**src/bcpe_pkg.sv**
```systemverilog
// Shared types, constants and the sequencer microcode for the Bezier point evaluator.
`timescale 1ns / 1ps
package bcpe_pkg;

	// Field widths of the channel words and the register port
	localparam int POINT_W    = 10;
	localparam int T_W        = 17;
	localparam int CURVE_W    = 18;
	localparam int STATUS_W   = 2;
	localparam int HELD_W     = 5;
	localparam int SH_W       = 10;
	localparam int FRAC_BITS  = 8;
	localparam int APB_DATA_W = 32;
	localparam int APB_ADDR_W = 3;

	localparam logic [T_W-1:0]  T_ONE    = 17'h10000;
	localparam logic [SH_W-1:0] SH_RESET = 10'd480;

	// Register index as decoded from paddr
	localparam logic REG_WIN_HEIGHT = 1'b0;

	// Request kinds
	localparam logic REQ_ADD  = 1'b0;
	localparam logic REQ_EVAL = 1'b1;

	// Status codes
	localparam logic [STATUS_W-1:0] ST_OK   = 2'd0;
	localparam logic [STATUS_W-1:0] ST_FEW  = 2'd1;
	localparam logic [STATUS_W-1:0] ST_FULL = 2'd2;

	// Microcode
	localparam int STEP_W = 3;

	localparam logic [STEP_W-1:0] STEP_IDLE   = 3'd0;
	localparam logic [STEP_W-1:0] STEP_DECODE = 3'd1;
	localparam logic [STEP_W-1:0] STEP_ROUND  = 3'd2;
	localparam logic [STEP_W-1:0] STEP_INNER  = 3'd3;
	localparam logic [STEP_W-1:0] STEP_DRAIN  = 3'd4;
	localparam logic [STEP_W-1:0] STEP_RNDEND = 3'd5;
	localparam logic [STEP_W-1:0] STEP_EMIT   = 3'd6;

	typedef enum logic [2:0] {
		OP_NONE,
		OP_DECODE,
		OP_ISSUE_A,
		OP_ISSUE_LERP,
		OP_NEXT_ROUND,
		OP_EMIT
	} uop_t;

	typedef enum logic [2:0] {
		C_NEXT,
		C_ALWAYS,
		C_ACCEPT,
		C_NOT_EVAL,
		C_IDX_LAST,
		C_MORE_ROUNDS,
		C_OUT_FREE
	} ucond_t;

	// cond true -> target; else hold -> same step; else step + 1
	typedef struct packed {
		uop_t              op;
		ucond_t            cond;
		logic              hold;
		logic [STEP_W-1:0] target;
	} uword_t;

	function automatic uword_t ucode_rom(input logic [STEP_W-1:0] step);
		uword_t w;
		unique case (step)
			STEP_IDLE:   w = '{op: OP_NONE,       cond: C_ACCEPT,      hold: 1'b1,
				target: STEP_DECODE};
			STEP_DECODE: w = '{op: OP_DECODE,     cond: C_NOT_EVAL,    hold: 1'b0,
				target: STEP_EMIT};
			STEP_ROUND:  w = '{op: OP_ISSUE_A,    cond: C_NEXT,        hold: 1'b0,
				target: STEP_IDLE};
			STEP_INNER:  w = '{op: OP_ISSUE_LERP, cond: C_IDX_LAST,    hold: 1'b1,
				target: STEP_DRAIN};
			STEP_DRAIN:  w = '{op: OP_NONE,       cond: C_NEXT,        hold: 1'b0,
				target: STEP_IDLE};
			STEP_RNDEND: w = '{op: OP_NEXT_ROUND, cond: C_MORE_ROUNDS, hold: 1'b0,
				target: STEP_ROUND};
			STEP_EMIT:   w = '{op: OP_EMIT,       cond: C_OUT_FREE,    hold: 1'b1,
				target: STEP_IDLE};
			default:     w = '{op: OP_NONE,       cond: C_ALWAYS,      hold: 1'b0,
				target: STEP_IDLE};
		endcase
		return w;
	endfunction

endpackage

```
**src/bcpe_if.sv**
```systemverilog
// Request and response channel interfaces of the Bezier point evaluator.
`timescale 1ns / 1ps
interface bcpe_req_if;
	import bcpe_pkg::*;

	logic               valid;
	logic               ready;
	logic               req_type;
	logic [POINT_W-1:0] point_x;
	logic [POINT_W-1:0] point_y;
	logic [T_W-1:0]     t_frac;

	modport source (output valid, req_type, point_x, point_y, t_frac, input ready);
	modport sink   (input valid, req_type, point_x, point_y, t_frac, output ready);
endinterface

interface bcpe_rsp_if;
	import bcpe_pkg::*;

	logic                valid;
	logic                ready;
	logic [CURVE_W-1:0]  curve_x;
	logic [CURVE_W-1:0]  curve_y;
	logic [STATUS_W-1:0] status;
	logic [HELD_W-1:0]   points_held;

	modport source (output valid, curve_x, curve_y, status, points_held, input ready);
	modport sink   (input valid, curve_x, curve_y, status, points_held, output ready);
endinterface

```
**src/bezier_curve_point_evaluator_core.sv**
```systemverilog
// Bezier curve point evaluator: microcoded de Casteljau engine with control point store.
// Add and rejected requests: decode goes straight to the emit step, which registers the word and returns to idle.
// Evaluate over n points: the inner step issues one lerp per cycle per axis through the work memory,
// and each round also passes through the round, drain and round-end steps.
// One request at a time; a word held back by the sink stalls the sequencer in its emit step.
// Reset clears the point count and sequencer, the window height returns to 480.
`timescale 1ns / 1ps
module bezier_curve_point_evaluator_core #(
	parameter int MAX_POINTS = 16,
	parameter int COORD_BITS = 10
) (
	input  logic                            clk,
	input  logic                            arst_n,
	bcpe_req_if.sink                        req,
	bcpe_rsp_if.source                      rsp,
	input  logic                            psel,
	input  logic                            penable,
	input  logic                            pwrite,
	input  logic [bcpe_pkg::APB_ADDR_W-1:0] paddr,
	input  logic [bcpe_pkg::APB_DATA_W-1:0] pwdata,
	output logic [bcpe_pkg::APB_DATA_W-1:0] prdata,
	output logic                            pready
);
	import bcpe_pkg::*;

	localparam int IDX_W = $clog2(MAX_POINTS);
	localparam int CNT_W = $clog2(MAX_POINTS + 1);
	localparam int W     = COORD_BITS + FRAC_BITS;

	// sequencer
	logic [STEP_W-1:0] pc_q, pc_d;
	uword_t            uw;
	logic              cond_ok;

	// request and store state
	logic [SH_W-1:0]       sh_q;
	logic [CNT_W-1:0]      count_q;
	logic                  req_type_q;
	logic [POINT_W-1:0]    px_q;
	logic [POINT_W-1:0]    py_q;
	logic [T_W-1:0]        t_q;
	logic                  req_acc;
	logic                  not_eval;
	logic                  add_ok;
	logic [SH_W-1:0]       y_flip;
	logic [COORD_BITS+POINT_W-1:0] x_ext;
	logic [COORD_BITS+SH_W-1:0]    y_ext;

	logic [2*COORD_BITS-1:0] ctrl_mem [MAX_POINTS];
	logic [2*W-1:0]          work_mem [MAX_POINTS];

	// round control
	logic [IDX_W-1:0] idx_q;
	logic [IDX_W-1:0] rounds_q;
	logic             first_q;
	logic             rd_en;
	logic [IDX_W-1:0] rd_idx;

	// read stage
	logic                    v_s1;
	logic                    lerp_s1;
	logic                    first_s1;
	logic [IDX_W-1:0]        dst_s1;
	logic [2*COORD_BITS-1:0] ctrl_rd_s1;
	logic [2*W-1:0]          work_rd_s1;
	logic [W-1:0]            a_x_q, a_y_q;
	logic [W-1:0]            b_x, b_y;
	logic signed [W:0]       diff_x, diff_y;

	// multiply stage
	logic                     v_s2;
	logic [IDX_W-1:0]         dst_s2;
	logic [W-1:0]             a_x_s2, a_y_s2;
	logic signed [W+18:0]     prod_x_s2, prod_y_s2;
	logic signed [W+2:0]      sum_x, sum_y;
	logic [W-1:0]             new_x, new_y;

	// result and output word
	logic [W-1:0]          res_x_q, res_y_q;
	logic [STATUS_W-1:0]   res_status_q;
	logic                  out_valid_q;
	logic                  out_free;
	logic [CURVE_W-1:0]    curve_x_q, curve_y_q;
	logic [STATUS_W-1:0]   status_q;
	logic [HELD_W-1:0]     held_q;
	logic [W+CURVE_W-1:0]  cx_ext, cy_ext;
	logic [CNT_W+HELD_W-1:0] held_ext;

	// ---------------------------------------------------------------- sequencer
	assign uw      = ucode_rom(pc_q);
	assign req_acc = req.valid && req.ready;
	assign req.ready = (pc_q == STEP_IDLE);

	assign not_eval = (req_type_q == REQ_ADD) || (count_q <= CNT_W'(2));
	assign add_ok   = (req_type_q == REQ_ADD) && (count_q < CNT_W'(MAX_POINTS));
	assign out_free = !out_valid_q || rsp.ready;

	always_comb begin
		unique case (uw.cond)
			C_NEXT:        cond_ok = 1'b0;
			C_ALWAYS:      cond_ok = 1'b1;
			C_ACCEPT:      cond_ok = req_acc;
			C_NOT_EVAL:    cond_ok = not_eval;
			C_IDX_LAST:    cond_ok = (idx_q == rounds_q);
			C_MORE_ROUNDS: cond_ok = (rounds_q != IDX_W'(1));
			C_OUT_FREE:    cond_ok = out_free;
			default:       cond_ok = 1'b0;
		endcase
		if (cond_ok) begin
			pc_d = uw.target;
		end else if (uw.hold) begin
			pc_d = pc_q;
		end else begin
			pc_d = pc_q + STEP_W'(1);
		end
	end

	assign rd_en  = (uw.op == OP_ISSUE_A) || (uw.op == OP_ISSUE_LERP);
	assign rd_idx = (uw.op == OP_ISSUE_A) ? '0 : idx_q;

	// ---------------------------------------------------------------- control state
	always_ff @(posedge clk or negedge arst_n) begin
		if (!arst_n) begin
			pc_q        <= STEP_IDLE;
			sh_q        <= SH_RESET;
			count_q     <= '0;
			idx_q       <= '0;
			rounds_q    <= '0;
			first_q     <= 1'b0;
			v_s1        <= 1'b0;
			v_s2        <= 1'b0;
			out_valid_q <= 1'b0;
		end else begin
			pc_q <= pc_d;
			if (psel && penable && pwrite && pready &&
				paddr[APB_ADDR_W-1] == REG_WIN_HEIGHT) begin
				sh_q <= pwdata[SH_W-1:0];
			end
			if (uw.op == OP_DECODE) begin
				if (add_ok) begin
					count_q <= count_q + CNT_W'(1);
				end
				rounds_q <= IDX_W'(count_q - CNT_W'(1));
				first_q  <= 1'b1;
			end
			if (uw.op == OP_ISSUE_A) begin
				idx_q <= IDX_W'(1);
			end else if (uw.op == OP_ISSUE_LERP) begin
				idx_q <= idx_q + IDX_W'(1);
			end
			if (uw.op == OP_NEXT_ROUND) begin
				rounds_q <= rounds_q - IDX_W'(1);
				first_q  <= 1'b0;
			end
			v_s1 <= rd_en;
			v_s2 <= v_s1 && lerp_s1;
			if (uw.op == OP_EMIT && out_free) begin
				out_valid_q <= 1'b1;
			end else if (rsp.ready) begin
				out_valid_q <= 1'b0;
			end
		end
	end

	// ---------------------------------------------------------------- request capture
	assign y_flip = (py_q > sh_q) ? '0 : sh_q - py_q;
	assign x_ext  = {{COORD_BITS{1'b0}}, px_q};
	assign y_ext  = {{COORD_BITS{1'b0}}, y_flip};

	always_ff @(posedge clk) begin
		if (req_acc) begin
			req_type_q <= req.req_type;
			px_q       <= req.point_x;
			py_q       <= req.point_y;
			t_q        <= (req.t_frac > T_ONE) ? T_ONE : req.t_frac;
		end
		if (uw.op == OP_DECODE && add_ok) begin
			ctrl_mem[count_q[IDX_W-1:0]] <= {x_ext[COORD_BITS-1:0], y_ext[COORD_BITS-1:0]};
		end
	end

	// ---------------------------------------------------------------- lerp datapath
	// round one reads the control points straight from the store
	assign b_x = first_s1 ? {ctrl_rd_s1[2*COORD_BITS-1:COORD_BITS], {FRAC_BITS{1'b0}}}
		: work_rd_s1[2*W-1:W];
	assign b_y = first_s1 ? {ctrl_rd_s1[COORD_BITS-1:0], {FRAC_BITS{1'b0}}}
		: work_rd_s1[W-1:0];

	assign diff_x = $signed({1'b0, b_x}) - $signed({1'b0, a_x_q});
	assign diff_y = $signed({1'b0, b_y}) - $signed({1'b0, a_y_q});

	// arithmetic shift of the product gives the floor
	assign sum_x = $signed({3'b000, a_x_s2}) + $signed(prod_x_s2[W+18:16]);
	assign sum_y = $signed({3'b000, a_y_s2}) + $signed(prod_y_s2[W+18:16]);
	assign new_x = sum_x[W-1:0];
	assign new_y = sum_y[W-1:0];

	always_ff @(posedge clk) begin
		if (rd_en) begin
			ctrl_rd_s1 <= ctrl_mem[rd_idx];
			work_rd_s1 <= work_mem[rd_idx];
			lerp_s1    <= (uw.op == OP_ISSUE_LERP);
			first_s1   <= first_q;
			dst_s1     <= rd_idx - IDX_W'(1);
		end
		if (v_s1) begin
			a_x_q <= b_x;
			a_y_q <= b_y;
			if (lerp_s1) begin
				prod_x_s2 <= (W+19)'(diff_x) * (W+19)'($signed({1'b0, t_q}));
				prod_y_s2 <= (W+19)'(diff_y) * (W+19)'($signed({1'b0, t_q}));
				a_x_s2    <= a_x_q;
				a_y_s2    <= a_y_q;
				dst_s2    <= dst_s1;
			end
		end
		if (v_s2) begin
			work_mem[dst_s2] <= {new_x, new_y};
			if (rounds_q == IDX_W'(1)) begin
				res_x_q <= new_x;
				res_y_q <= new_y;
			end
		end
		if (uw.op == OP_DECODE) begin
			if (not_eval) begin
				res_x_q <= '0;
				res_y_q <= '0;
			end
			if (req_type_q == REQ_ADD) begin
				res_status_q <= add_ok ? ST_OK : ST_FULL;
			end else begin
				res_status_q <= not_eval ? ST_FEW : ST_OK;
			end
		end
	end

	// ---------------------------------------------------------------- output word
	assign cx_ext   = {{CURVE_W{1'b0}}, res_x_q};
	assign cy_ext   = {{CURVE_W{1'b0}}, res_y_q};
	assign held_ext = {{HELD_W{1'b0}}, count_q};

	always_ff @(posedge clk) begin
		if (uw.op == OP_EMIT && out_free) begin
			curve_x_q <= cx_ext[CURVE_W-1:0];
			curve_y_q <= cy_ext[CURVE_W-1:0];
			status_q  <= res_status_q;
			held_q    <= held_ext[HELD_W-1:0];
		end
	end

	assign rsp.valid       = out_valid_q;
	assign rsp.curve_x     = curve_x_q;
	assign rsp.curve_y     = curve_y_q;
	assign rsp.status      = status_q;
	assign rsp.points_held = held_q;

	// ---------------------------------------------------------------- register port
	assign pready = 1'b1;
	assign prdata = (paddr[APB_ADDR_W-1] == REG_WIN_HEIGHT)
		? {{(APB_DATA_W-SH_W){1'b0}}, sh_q} : '0;

	// ---------------------------------------------------------------- assertions
	a_count_bound: assert property (@(posedge clk) disable iff (!arst_n)
		count_q <= CNT_W'(MAX_POINTS))
		else $error("point count beyond store depth");

	a_accept_decode: assert property (@(posedge clk) disable iff (!arst_n)
		req_acc |=> pc_q == STEP_DECODE)
		else $error("accepted word not decoded");

	a_write_in_round: assert property (@(posedge clk) disable iff (!arst_n)
		v_s2 |-> dst_s2 < rounds_q)
		else $error("work write outside current round");

	a_emit_only: assert property (@(posedge clk) disable iff (!arst_n)
		$rose(out_valid_q) |-> $past(pc_q == STEP_EMIT))
		else $error("response raised outside emit step");

endmodule
```
**src/flat_wrapper.sv**
```systemverilog
// flat-port wrapper written by rule: the top's interface ports become plain ports
module bezier_curve_point_evaluator_core_flat import bcpe_pkg::*;
#(
	parameter int MAX_POINTS = 16,
	parameter int COORD_BITS = 10
)
  (clk, arst_n, psel, penable, pwrite, paddr, pwdata, prdata, pready, req_valid, req_req_type, req_point_x, req_point_y, req_t_frac, req_ready, rsp_valid, rsp_curve_x, rsp_curve_y, rsp_status, rsp_points_held, rsp_ready);
  bcpe_req_if req_i ();
  bcpe_rsp_if rsp_i ();
  input  logic clk;
  input  logic arst_n;
  input  logic psel;
  input  logic penable;
  input  logic pwrite;
  input  logic [bcpe_pkg::APB_ADDR_W-1:0] paddr;
  input  logic [bcpe_pkg::APB_DATA_W-1:0] pwdata;
  output logic [bcpe_pkg::APB_DATA_W-1:0] prdata;
  output logic pready;
  input wire logic [$bits(req_i.valid)-1:0] req_valid;
  input wire logic [$bits(req_i.req_type)-1:0] req_req_type;
  input wire logic [$bits(req_i.point_x)-1:0] req_point_x;
  input wire logic [$bits(req_i.point_y)-1:0] req_point_y;
  input wire logic [$bits(req_i.t_frac)-1:0] req_t_frac;
  output wire logic [$bits(req_i.ready)-1:0] req_ready;
  output wire logic [$bits(rsp_i.valid)-1:0] rsp_valid;
  output wire logic [$bits(rsp_i.curve_x)-1:0] rsp_curve_x;
  output wire logic [$bits(rsp_i.curve_y)-1:0] rsp_curve_y;
  output wire logic [$bits(rsp_i.status)-1:0] rsp_status;
  output wire logic [$bits(rsp_i.points_held)-1:0] rsp_points_held;
  input wire logic [$bits(rsp_i.ready)-1:0] rsp_ready;
  assign req_i.valid = req_valid;
  assign req_i.req_type = req_req_type;
  assign req_i.point_x = req_point_x;
  assign req_i.point_y = req_point_y;
  assign req_i.t_frac = req_t_frac;
  assign req_ready = req_i.ready;
  assign rsp_valid = rsp_i.valid;
  assign rsp_curve_x = rsp_i.curve_x;
  assign rsp_curve_y = rsp_i.curve_y;
  assign rsp_status = rsp_i.status;
  assign rsp_points_held = rsp_i.points_held;
  assign rsp_i.ready = rsp_ready;
  bezier_curve_point_evaluator_core #(.MAX_POINTS(MAX_POINTS), .COORD_BITS(COORD_BITS)) u_core (.clk(clk), .arst_n(arst_n), .req(req_i), .rsp(rsp_i), .psel(psel), .penable(penable), .pwrite(pwrite), .paddr(paddr), .pwdata(pwdata), .prdata(prdata), .pready(pready));
endmodule
```
**config.mk**
```make
export PLATFORM = sky130hd
export DESIGN_NAME = bezier_curve_point_evaluator_core_flat
export DESIGN_NICKNAME = d
export VERILOG_FILES = /design/src/bcpe_pkg.sv /design/src/bcpe_if.sv /design/src/bezier_curve_point_evaluator_core.sv /design/src/flat_wrapper.sv
export SDC_FILE = /design/constraint.sdc
export NUM_CORES = 2
export LEC_CHECK = 0
export CORE_AREA = 4 4 458 460
export CTS_BUF_LIST = sky130_fd_sc_hd__clkbuf_8
export DETAILED_ROUTE_END_ITERATION = 7
export DIE_AREA = 0 0 462 464
export DONT_BUFFER_PORTS = 1
export PLACE_DENSITY_LB_ADDON = 0.05
export SLEW_MARGIN = 20
export SYNTH_ARGS = -nofsm -noshare
export SYNTH_HDL_FRONTEND = slang
export SYNTH_SLANG_ARGS = --single-unit
```
**constraint.sdc**
```tcl
create_clock -name clk -period 22.8 [get_ports clk]
set_clock_uncertainty 0.15 [all_clocks]
set_input_delay 4.56 -clock clk [delete_from_list [all_inputs] [get_ports clk]]
set_output_delay 4.56 -clock clk [all_outputs]
set_load 0.1 [all_outputs]
```
==> impl_metrics.tcl <==
set metrics [dict create \
    die-area_um2 214000 \
    hold_class "flip-flop to flip-flop" \
    initial_core_util_pct 34.8 \
    dp_hpwl_um 122000 \
    sequential_cell_area_um2 36100 \
    yosys.area_share.simple_pct 9.76 \
    tritoncts "done" \
    drc 0 \
    htreeDepth 4 \
    p_leak_nw 32.1 \
    drtIter0Drc 2617 \
    critPathKind "flip-flop to flip-flop" \
    critPathSlowestCell "fa_1" \
    cts.sinks 1219 \
    placedCellCount 8391 \
    fmax_mhz 98.3 \
    maxCapViolCount 0 \
    tns_ps 0 \
    clkPwrFrac_pct 43.3 \
    clock_latency_ps 920 \
    root_buffer "clkbuf_8" \
    comb_power_share_pct 2.0 \
    nNetsFinal 6858 \
    groute.usage.overall_pct 18.9 \
    wl_met1_um 95200 \
    cts.path.max_buffers 3 \
    hold_depth 0 \
    ios 158 \
    yosysWarnings 0 \
    crit_top_cell "fa_1" \
    synth_xor_area_share_pct 1.70 \
    grt_pass1_vias 46800 \
    netlist_area_um2 71600 \
    wl_met2_um 93700 \
    drt_first_pass_iters 5 \
    ys_seq_area_share_pct 50.4 \
    p_sw_mw 1.02 \
    syn_inst 5840 \
    place.gp.congestion 0.748 \
    yosysTopAreaCellShare_pct 48.3 \
    relSlewSlack_pct 27.2 \
    internal_power_mw 3.46 \
    vdd_drop_max_mv 0.0499 \
    period_needed_ps 10170 \
    overflow 0 \
    dr.max_layer_used "met4" \
    synthAdderAreaFrac_pct 21.7 \
    path_clk_slew_ps 60 \
    postCtsSetupBuffers 0 \
    die_w_um 462 \
    synth_compound_area_share_pct 8.12 \
    powerDensity_nw_per_um2 56.5 \
    numCtsBuffers 215 \
    wl_um 201000 \
    rsz0062_at_grt "false" \
    ctsResizeCount 0 \
    fp.dieH_um 464 \
    reg2reg_depth 36 \
    ant_nets 0 \
    antenna_found_initial 7 \
    viasPerCell 4.95 \
    ys_seq_elements 1219 \
    grt_max_degree 167 \
    cp_max_fo 20 \
    fin_crit_sh_pct 44.6 \
    instances_no_fill 8789 \
    synth_edf_count 1153 \
    placement.io_buffers 0 \
    area_growth_syn_to_layout_pct 10.7 \
    drive_gt1_share_pct 8.93 \
    ys.flop_type "edfxtp_1" \
    worst_path_largest_cell_delay_ps 550 \
    outcome "finished, final reports clean" \
    synth_area_leaders "edfxtp_1 48%, fa_1 17%, ha_1 4.6%, inv_1 4.3%, nand2_1 3.6%" \
    worstMarginPinSlew_ps 1090 \
    synthMuxAreaShare_pct 2.09 \
    synth_top_family_by_area "adder cells" \
    yosys.area.top_type "edfxtp_1" \
    cts_hold_buf 0 \
    crit_arrival_ps 10650 \
    slew_violations 0 \
    met3_length_um 8330 \
    syn_area_per_cell_um2 12.3 \
    async_flop_share_pct 2.46 \
    final.fill_count 19900 \
    p_sw_share_pct 22.8 \
    p_seq_share_pct 54.6 \
    multi_input_area_um2 31500 \
    setup_viol 0 \
    start_kind "flip-flop" \
    required_ps 23280 \
    hold-worst-slack_ps 259 \
    core_um2 206000 \
    grt_pass1_wl_um 304000 \
    num_vias 43500 \
    hold_viol_final 0 \
    wl_per_cell_um 22.8 \
    placementRows 167 \
    synth_cell_type_count 72 \
    critPathCaptureType "flip-flop" \
    post-route-util_pct 38.5 \
]
-- power by group through the flow --
stage	Clock (mW)	Sequential, mW	Combinational (mW)
after global routing	2.13	2.45	0.0995
after CTS	2.02	2.45	0.0912
after detailed placement	0	2.49	0.0909
after global placement	0	2.49	0.0890
final	1.94	2.45	0.0914
after floorplan	0	2.49	0.0721
-- layout make-up --
class	instances	share of cell area [%]
Clock inverter	170	1.26
Tap cell	2704	4.27
Sequential cell	1219	45.5
Timing Repair Buffer	149	1.44
Antenna cell	4	0.0126
Clock buffer	224	3.89
Multi-Input combinational cell	3502	39.7
Inverter	817	3.88
-- worst max-delay path: cells and delay by family (launching register included) --
| kind | cells | cell delay, ps |
|---|---|---|
| adders and majority gates | 8 | 3650 |
| AOI/OAI and AO/OA | 10 | 2680 |
| and+or+nand+nor | 8 | 1630 |
| buffers and inverters | 8 | 1270 |
| DFF | 1 | 320 |
| xor gates and xnor gates | 2 | 170 |
-- layout by cell type (no fill, tap or decap), types with 30 or more instances in the layout --
master | synthesis | layout
a211oi_1 | 62 | 61
a21oi_1 | 171 | 169
a311oi_1 | 58 | 57
and2_1 | 300 | 297
and3_1 | 70 | 69
buf_4 | 32 | 147
clkbuf_8 | 0 | 224
clkinv_1 | 0 | 50
dfxtp_1 | 36 | 36
edfxtp_1 | 1153 | 1153
fa_1 | 613 | 613
ha_1 | 261 | 261
inv_1 | 814 | 889
mux2_2 | 30 | 30
mux2i_1 | 116 | 116
nand2_1 | 695 | 694
nand2b_1 | 33 | 33
nand3_1 | 70 | 69
nor2_1 | 121 | 87
nor2b_1 | 92 | 83
nor3_1 | 38 | 33
o211ai_1 | 63 | 63
o21a_1 | 30 | 30
o21ai_0 | 135 | 135
o221ai_1 | 113 | 113
o22ai_1 | 115 | 115
xnor2_1 | 104 | 98
xor2_1 | 35 | 33
-- state kept, by name (all words and copies together) (netlist names), 10 cells and up --
signal / count
u_core.t_q: 17
u_core.a_y_q: 18
u_core.prod_x_s2: 18
u_core.res_y_q: 18
u_core.py_q: 10
u_core.a_x_s2: 18
u_core.work_mem: 576
u_core.res_x_q: 18
u_core.a_x_q: 18
u_core.rsp.curve_y: 18
u_core.rsp.curve_x: 18
u_core.prod_y_s2: 18
u_core.ctrl_rd_s1: 20
u_core.sh_q: 10
u_core.ctrl_mem: 320
u_core.px_q: 10
u_core.a_y_s2: 18
u_core.work_rd_s1: 36
-- logic make-up after synthesis --
group | after synthesis
flops | 1219
mux | 146
simple gates | 1460
compound gates | 860
xor+xnor | 139
other cells | 2
buf+inv | 1140
fa+ha+maj | 874
-- path summary, 6_finish.rpt --
check | start | to | slack, ps
min in group asynchronous | arst_n | u_core.sh_q[0] | 3180
max in group asynchronous | arst_n | u_core.sh_q[5] | 19140
min reg2reg | u_core.res_x_q[0] | u_core.rsp.curve_x[0] | 260
min | u_core.res_x_q[0] | u_core.rsp.curve_x[0] | 260
max reg2reg | u_core.first_s1 | u_core.prod_y_s2[32] | 12630
max | u_core.first_s1 | u_core.prod_y_s2[32] | 12630
-- routing by layer --
layer | up-vias | GRT usage (%)
met5 | - | 0
met4 | 0 | 3.95
met3 | 241 | 2.76
met2 | 792 | 30.6
met1 | 22500 | 27.1
li1 | 20100 | -
-- Yosys cell counts (26+ instances only) --
master and number:
a311oi_1 58, nand2_1 695, nor2_1 121, a211oi_1 62
o21ai_0 135, o22ai_1 115, mux2_2 30, buf_4 32
fa_1 613, dfrtp_1 26, nor3_1 38, a21oi_1 171
and2_1 300, buf_2 48, o211ai_1 63, dfxtp_1 36
nand2b_1 33, mux2i_1 116, o221ai_1 113, o21a_1 30
xor2_1 35, edfxtp_1 1153, nand3_1 70, clkbuf_1 238
xnor2_1 104, ha_1 261, and3_1 70, nor2b_1 92
inv_1 814
-- metrics by stage --
step / worst slack (ps) / instance area, um2 / total power [mW]
after CTS: 12430 / 79300 / 4.56
after global placement: 12520 / 75200 / 2.58
final: 12630 / 79300 / 4.48
after detailed placement: 12500 / 75200 / 2.58
after floorplan: 12000 / 71700 / 2.56
after global routing: 11960 / 79300 / 4.68
(Power assumes the default switching activity.)
